<file path="config.mk">
export PLATFORM = sky130hd
export DESIGN_NAME = utf8_to_utf16_decoder
export DESIGN_NICKNAME = d
export VERILOG_FILES = /design/src/u8d_pkg.sv /design/src/u8d_decode.sv /design/src/u8d_outq.sv /design/src/utf8_to_utf16_decoder.sv
export SDC_FILE = /design/constraint.sdc
export NUM_CORES = 1
export LEC_CHECK = 0
export BUFFER_PORTS_ARGS = -buffer_cell sky130_fd_sc_hd__buf_2
export CAP_MARGIN = 20
export CORE_AREA = 2 2 102 104
export CTS_CLUSTER_DIAMETER = 200
export DETAILED_ROUTE_END_ITERATION = 12
export DIE_AREA = 0 0 104 106
export HOLD_SLACK_MARGIN = 0.05
export MAX_ROUTING_LAYER = met4
export SETUP_SLACK_MARGIN = 0.15
export SYNTH_ARGS = -nofsm -noshare
export SYNTH_HDL_FRONTEND = slang
export SYNTH_SLANG_ARGS = --single-unit
</file>
<file path="constraint.sdc">
create_clock -name aclk -period 3.1 [get_ports aclk]
set_clock_uncertainty 0.2 [all_clocks]
set_input_delay 0.465 -clock aclk [delete_from_list [all_inputs] [get_ports aclk]]
set_output_delay 0.465 -clock aclk [all_outputs]
set_load 0.01 [all_outputs]
</file>
<file path="src/u8d_pkg.sv">
// ----------------------------------------------------------------------------
// u8d_pkg
// shared types and constants for the utf-8 to utf-16 decoder
// ----------------------------------------------------------------------------
`default_nettype none

package u8d_pkg;

    // output queue sizing
    localparam int unsigned OQ_DEPTH = 4;
    localparam int unsigned OQ_AW    = $clog2(OQ_DEPTH);
    localparam int unsigned OQ_CW    = $clog2(OQ_DEPTH + 1);

    // most results one byte can cause
    localparam int unsigned MAX_RES  = 2;
    localparam int unsigned RES_CW   = $clog2(MAX_RES + 1);

    // results caused by one accepted byte, in order
    typedef struct packed {
        logic [RES_CW-1:0] count;
        logic [15:0]       unit0;
        logic [15:0]       unit1;
    } u8d_res_t;

    // one queued result
    typedef struct packed {
        logic [15:0] code_unit;
        logic        last_of_run;
    } u8d_entry_t;

endpackage

`default_nettype wire

</file>
<file path="src/u8d_decode.sv">
// ----------------------------------------------------------------------------
// u8d_decode
// per-byte decode step and sequence state registers
// ----------------------------------------------------------------------------
`default_nettype none

module u8d_decode (
    input  wire logic             aclk,
    input  wire logic             aresetn,
    input  wire logic             in_fire,
    input  wire logic [7:0]       in_byte,
    output u8d_pkg::u8d_res_t     res
);
    import u8d_pkg::*;

    logic [1:0]  pending_count_reg, pending_count_next;
    logic [15:0] partial_value_reg, partial_value_next;

    logic [15:0] merged;
    logic [1:0]  dec_count;

    // fresh byte handling, also used after an interrupted sequence
    logic        fr_emit;
    logic [15:0] fr_unit;
    logic        fr_open;
    logic [1:0]  fr_pend;
    logic [15:0] fr_value;

    always_comb begin
        fr_emit  = 1'b0;
        fr_unit  = {8'h00, in_byte};
        fr_open  = 1'b0;
        fr_pend  = 2'd0;
        fr_value = partial_value_reg;
        if (in_byte inside {[8'h00:8'h7F]}) begin
            fr_emit = 1'b1;
        end else if (in_byte inside {[8'h80:8'hBF]}) begin
            // lone continuation byte is dropped
        end else if (in_byte inside {[8'hC0:8'hDF]}) begin
            fr_open  = 1'b1;
            fr_pend  = 2'd1;
            fr_value = {5'd0, in_byte[4:0], 6'd0};
        end else if (in_byte inside {[8'hE0:8'hEF]}) begin
            fr_open  = 1'b1;
            fr_pend  = 2'd2;
            fr_value = {in_byte[3:0], 12'd0};
        end else begin
            // four-byte and invalid leads pass through raw
            fr_emit = 1'b1;
        end
    end

    always_comb begin
        merged    = (pending_count_reg >= 2'd2)
                  ? (partial_value_reg | {4'd0, in_byte[5:0], 6'd0})
                  : (partial_value_reg | {10'd0, in_byte[5:0]});
        dec_count = pending_count_reg - 2'd1;

        pending_count_next = pending_count_reg;
        partial_value_next = partial_value_reg;
        res.count = '0;
        res.unit0 = '0;
        res.unit1 = '0;

        if (pending_count_reg != 2'd0) begin
            if (in_byte[7:6] == 2'b10) begin
                partial_value_next = merged;
                pending_count_next = dec_count;
                if (dec_count == 2'd0) begin
                    res.count = RES_CW'(1);
                    res.unit0 = merged;
                end
            end else begin
                // interrupted: flush partial value, then treat byte as new
                res.unit0 = partial_value_reg;
                res.unit1 = fr_unit;
                res.count = fr_emit ? RES_CW'(2) : RES_CW'(1);
                pending_count_next = fr_open ? fr_pend : 2'd0;
                partial_value_next = fr_value;
            end
        end else begin
            res.unit0 = fr_unit;
            res.count = fr_emit ? RES_CW'(1) : RES_CW'(0);
            if (fr_open) begin
                pending_count_next = fr_pend;
                partial_value_next = fr_value;
            end
        end
    end

    always_ff @(posedge aclk) begin
        if (!aresetn) begin
            pending_count_reg <= 2'd0;
            partial_value_reg <= 16'd0;
        end else if (in_fire) begin
            pending_count_reg <= pending_count_next;
            partial_value_reg <= partial_value_next;
        end
    end

endmodule

`default_nettype wire

</file>
<file path="src/u8d_outq.sv">
// ----------------------------------------------------------------------------
// u8d_outq
// small result queue, takes up to two results per cycle, gives one on m_ready
// ----------------------------------------------------------------------------
`default_nettype none

module u8d_outq (
    input  wire logic                  aclk,
    input  wire logic                  aresetn,
    input  wire logic                  push,
    input  wire u8d_pkg::u8d_res_t     res,
    output logic                       room,
    output logic                       m_valid,
    input  wire logic                  m_ready,
    output logic [15:0]                m_code_unit,
    output logic                       m_last_of_run
);
    import u8d_pkg::*;

    u8d_entry_t        mem [OQ_DEPTH];
    logic [OQ_AW-1:0]  wr_ptr_reg, wr_ptr_next;
    logic [OQ_AW-1:0]  rd_ptr_reg, rd_ptr_next;
    logic [OQ_CW-1:0]  count_reg, count_next;
    logic [RES_CW-1:0] n_push;
    logic              pop;
    logic [OQ_AW-1:0]  wr_ptr_p1;
    u8d_entry_t        head;

    assign n_push    = push ? res.count : '0;
    assign pop       = m_valid && m_ready;
    assign wr_ptr_p1 = wr_ptr_reg + OQ_AW'(1);

    always_comb begin
        wr_ptr_next = wr_ptr_reg + OQ_AW'(n_push);
        rd_ptr_next = pop ? (rd_ptr_reg + OQ_AW'(1)) : rd_ptr_reg;
        count_next  = count_reg + OQ_CW'(n_push) - (pop ? OQ_CW'(1) : OQ_CW'(0));
    end

    always_ff @(posedge aclk) begin
        if (!aresetn) begin
            wr_ptr_reg <= '0;
            rd_ptr_reg <= '0;
            count_reg  <= '0;
        end else begin
            wr_ptr_reg <= wr_ptr_next;
            rd_ptr_reg <= rd_ptr_next;
            count_reg  <= count_next;
        end
    end

    always_ff @(posedge aclk) begin
        if (n_push != '0) begin
            mem[wr_ptr_reg] <= '{code_unit: res.unit0, last_of_run: (n_push == RES_CW'(1))};
        end
        if (n_push == RES_CW'(MAX_RES)) begin
            mem[wr_ptr_p1] <= '{code_unit: res.unit1, last_of_run: 1'b1};
        end
    end

    assign head          = mem[rd_ptr_reg];
    assign room          = (count_reg <= OQ_CW'(OQ_DEPTH - MAX_RES));
    assign m_valid       = (count_reg != '0);
    assign m_code_unit   = head.code_unit;
    assign m_last_of_run = head.last_of_run;

endmodule

`default_nettype wire

</file>
<file path="src/utf8_to_utf16_decoder.sv">
// each result is registered in the result queue and offered on m_ from its head
// throughput: one byte per cycle if s_ready; one code unit per cycle if m_ready
// a byte that flushes an interrupted sequence and also emits gives two code units
// s_ready is low while the four-entry result queue holds more than two results
// reset (aresetn low, synchronous) closes any open sequence and empties the queue
// ----------------------------------------------------------------------------
// utf8_to_utf16_decoder
// streaming utf-8 to utf-16 (bmp) decoder, one byte per request
// ----------------------------------------------------------------------------
`default_nettype none

module utf8_to_utf16_decoder (
    input  wire logic        aclk,
    input  wire logic        aresetn,
    // byte input
    input  wire logic        s_valid,
    output logic             s_ready,
    input  wire logic [7:0]  s_in_byte,
    // code unit output
    output logic             m_valid,
    input  wire logic        m_ready,
    output logic [15:0]      m_code_unit,
    output logic             m_last_of_run
);
    import u8d_pkg::*;

    // decode result for the byte at the input
    u8d_res_t dec_res;
    logic     in_fire;
    logic     q_room;

    // accept only when the queue can take the worst case of two results
    assign s_ready = q_room;
    assign in_fire = s_valid && s_ready;

    // sequence state lives here, updated once per accepted byte
    u8d_decode u_decode (
        .aclk     (aclk),
        .aresetn  (aresetn),
        .in_fire  (in_fire),
        .in_byte  (s_in_byte),
        .res      (dec_res)
    );

    // result queue doubles as the output register and decouples m_ready
    u8d_outq u_outq (
        .aclk          (aclk),
        .aresetn       (aresetn),
        .push          (in_fire),
        .res           (dec_res),
        .room          (q_room),
        .m_valid       (m_valid),
        .m_ready       (m_ready),
        .m_code_unit   (m_code_unit),
        .m_last_of_run (m_last_of_run)
    );

endmodule

`default_nettype wire
</file>
==> results.md <==
- Hold crit path type: primary input to flop
- CTS tree: built
- CTS root buf: clkbuf_8
- Hold Path Depth: 2
- Gr usage total: roughly 22%
- Post-Syn Nets: roughly 440
- RD Place Congestion: between 0.8 and 0.9
- Logic gate share of total power: 30.0%
- Asr flop ratio synth: 0%
- Crit share post-route: between 80% and 90%
- Crit path time final: about 2.7 ns
- Internal cell power: 2.193 mW
- Die X-Extent: 104 µm
- Initial Util: approximately 45%
- Routed length per instance: 20.34 µm
- Commonest non-fill, non-tap cells in the layout: dfxtp_1, o21ai_0, o22ai_1
- Clock Pin Slew Worst Setup and Hold Paths: approximately 0.1 ns
- Setup-failing EPs final: 0
- Status: completed
- Hold WS: approximately 0.21 ns
- Synth Register Bits: 95
- Fin nets: approximately 450
- Reg2Reg Setup Slack: ~0.42 ns
- Core Rows: 37
- CTS max path bufs: 2
- Worst-path cell chain: buf_4, mux4_2, buf_2
- Crit path DAT: between 2 and 2.5 ns
- Critical Path End Type: output pin
- First-pass GRT wire length: roughly 19 mm
- Max_slew headroom: around 46%
- Starting DRT DRC Count: around 320
- I/O Pins: 31
- Synth cell types: 52
- Setup TNS Final: 0 ns
- Mapped Cells: 415
- Final max-slew violation count: 0
- Routed WL: between 10 and 15 mm
- Register area: 2222 µm²
- Max reg flops: 68
- Die outline area: 11020 µm²
- Via/cell ratio: 6.211
- Dominant synthesized flop cell: dfxtp_1
- NetSw: about 1.2 mW
- Clock Latency Late Sink: 0.37 ns
- Multi-input logic area: approximately 2100 µm²
- Dpl hpwl: between 7 and 8 mm
- GRT overflow: 0
- Worst-path fanout max: 11
- R2R Path End: u_outq.count_reg[2]$_SDFF_PN0_
- I/O Buffers: 30
- CP Class: flop to output pin
- Flop pwr share: roughly 45%
- Mean post-synth cell area: 10.94 µm²
- Die span in y: about 110 µm
- ANT nets after route: 0
- Power per cell area: roughly 670 nW/µm²
- RSZ-0062 raised after global routing: false
- Max_cap viols: 0
- Min-Delay Endpoint: u_decode.partial_value_reg[9]$_SDFFE_PN0P_
- EDFF count, synth: 32
- Worst Path Required: approximately 2.4 ns
- Post-synthesis sequential area ratio: between 40% and 50%
- Most common cell after layout, fill and taps aside: dfxtp_1
- Largest net degree at the start of global routing: 24
- Initial antenna violation count: 0
- Via Count: 3565
- R2R Path Start: u_decode.pending_count_reg[0]$_SDFFE_PN0P_
- Fillers: 955
- Warnings, synthesis: 0
- Slowest cell on crit path: dfxtp_1
- P_leak: around 1.8 nW
- H-Tree Depth: 3
- Share of cells above drive strength 1: 21.00%
- Antenna cells: 0
- Drt pass-1 iters: 5
- Syn-to-layout area delta: 9.644%
- Vias in the first global route: approximately 3400
- Synthesized area: roughly 4500 µm²
- Clock Sinks: between 90 and 100
- Max incr delay on CP: roughly 0.86 ns
- Core area: between 9000 and 10000 µm²
- Fmax: 0.3681 GHz
- Switching fraction of total power: between 30% and 40%
- Maximum vdd drop: 0.4062 mV
- Cts bufs inserted: 9
- Slew @ Worst Pin: around 0.8 ns
- # DRC: 0
- CP Launch Type: flop
- Clock share of power: between 20% and 30%
- Reg2Reg Depth: 11
- Final hold viol count: 0
- Min-Delay Startpoint: s_in_byte[3]
-- worst max-delay path by stage --
stage | end | slack [ns] | cells after the start
3_3_place_gp | u_outq.mem[3][5]$_DFFE_PP_ | 0.33 | 5
6_report | m_code_unit[11] | 0.38 | 3
2_1_floorplan | u_outq.count_reg[2]$_SDFF_PN0_ | 0.55 | 10
4_1_cts | u_outq.mem[3][8]$_DFFE_PP_ | 0.28 | 6
5_1_grt | u_outq.count_reg[2]$_SDFF_PN0_ | 0.23 | 11
3_5_place_dp | u_outq.mem[3][5]$_DFFE_PP_ | 0.31 | 6
-- worst max-delay path, delay by kind of cell, from the launching register on --
kind,cells,cell delay [ns]
buffers and inverters,2,0.47
DFF,1,0.86
muxes,1,0.34
-- per-layer routing --
layer	track usage (%)	vias to the layer above	part of all wire (%)
met2	36.42	133	50
met4	7.336	0	1.1
li1	-	1637	-
met3	2.882	13	6.0
met1	29.25	1782	43
met5	-	-	0
-- what timing repair did --
item,4_1_cts,5_1_grt
gates resized for setup,0,1
hold endpoints to repair,0,0
setup endpoints to repair,0,12
hold buffers,0,0
setup buffers,0,0
-- logic make-up (layout without fill, tap and decap cells) --
group	Yosys count	in the layout	share of synthesized area [%]
xor+xnor	5	5	0.9646
flops	95	95	48.94
buf+inv	51	74	5.263
compound gates	139	139	20.53
fa+ha+maj	9	9	2.590
mux	33	33	11.96
simple gates	83	83	9.754
-- cells in the mapped netlist (all sizes together), types with 2 or more instances --
cell type	instances	area, µm²
dfxtp	63	1261
o21ai	42	210.2
o22ai	33	206.5
edfxtp	32	960.9
buf	23	133.9
nand2	21	78.83
nor2	21	78.83
a22oi	17	127.6
mux4	17	382.9
mux2i	16	160.2
o221ai	16	140.1
clkbuf	15	56.30
inv	12	45.04
or2	9	56.30
a21oi	8	43.79
ha	7	87.58
a32o	6	61.31
nand3	6	35.03
nor3	5	25.02
and2	4	25.02
and3	4	25.02
a21o	3	22.52
a31o	3	26.28
nand4b	3	32.53
nor2b	3	18.77
o211ai	3	22.52
xor2	3	26.28
a22o	2	17.52
nand4	2	12.51
nor4	2	33.78
or3	2	12.51
xnor2	2	17.52
-- layout make-up --
cell class / count / area share (%)
Clock buffer: 9 / 2.488
Clock inverter: 7 / 1.407
Inverter: 13 / 0.9801
Multi-Input combinational cell: 269 / 41.79
Sequential cell: 95 / 44.63
Tap cell: 136 / 3.418
Timing Repair Buffer: 45 / 5.278
-- per-stage QoR --
step | utilization (%) | setup slack (ns) | instance area, µm² | cells | total power [mW]
after CTS | 49.77 | 0.2846 | 4977 | 574 | 3.364
after detailed placement | 47.84 | 0.3053 | 4783 | 558 | 2.552
after global placement | 47.84 | 0.3345 | 4783 | 558 | 2.529
final | 49.79 | 0.3833 | 4979 | 574 | 3.354
after global routing | 49.79 | 0.2292 | 4979 | 574 | 3.528
after floorplan | - | 0.5496 | 4541 | 415 | 2.238
-- power groups by stage --
stage	logic, mW	clock network (mW)	registers [mW]
floorplan	0.765	0	1.47
global placement	0.987	0	1.54
detailed placement	1.00	0	1.55
CTS	1.01	0.837	1.52
global route	1.10	0.890	1.54
finish	1.01	0.831	1.52
No activity file was read; power rests on OpenSTA's default activity.
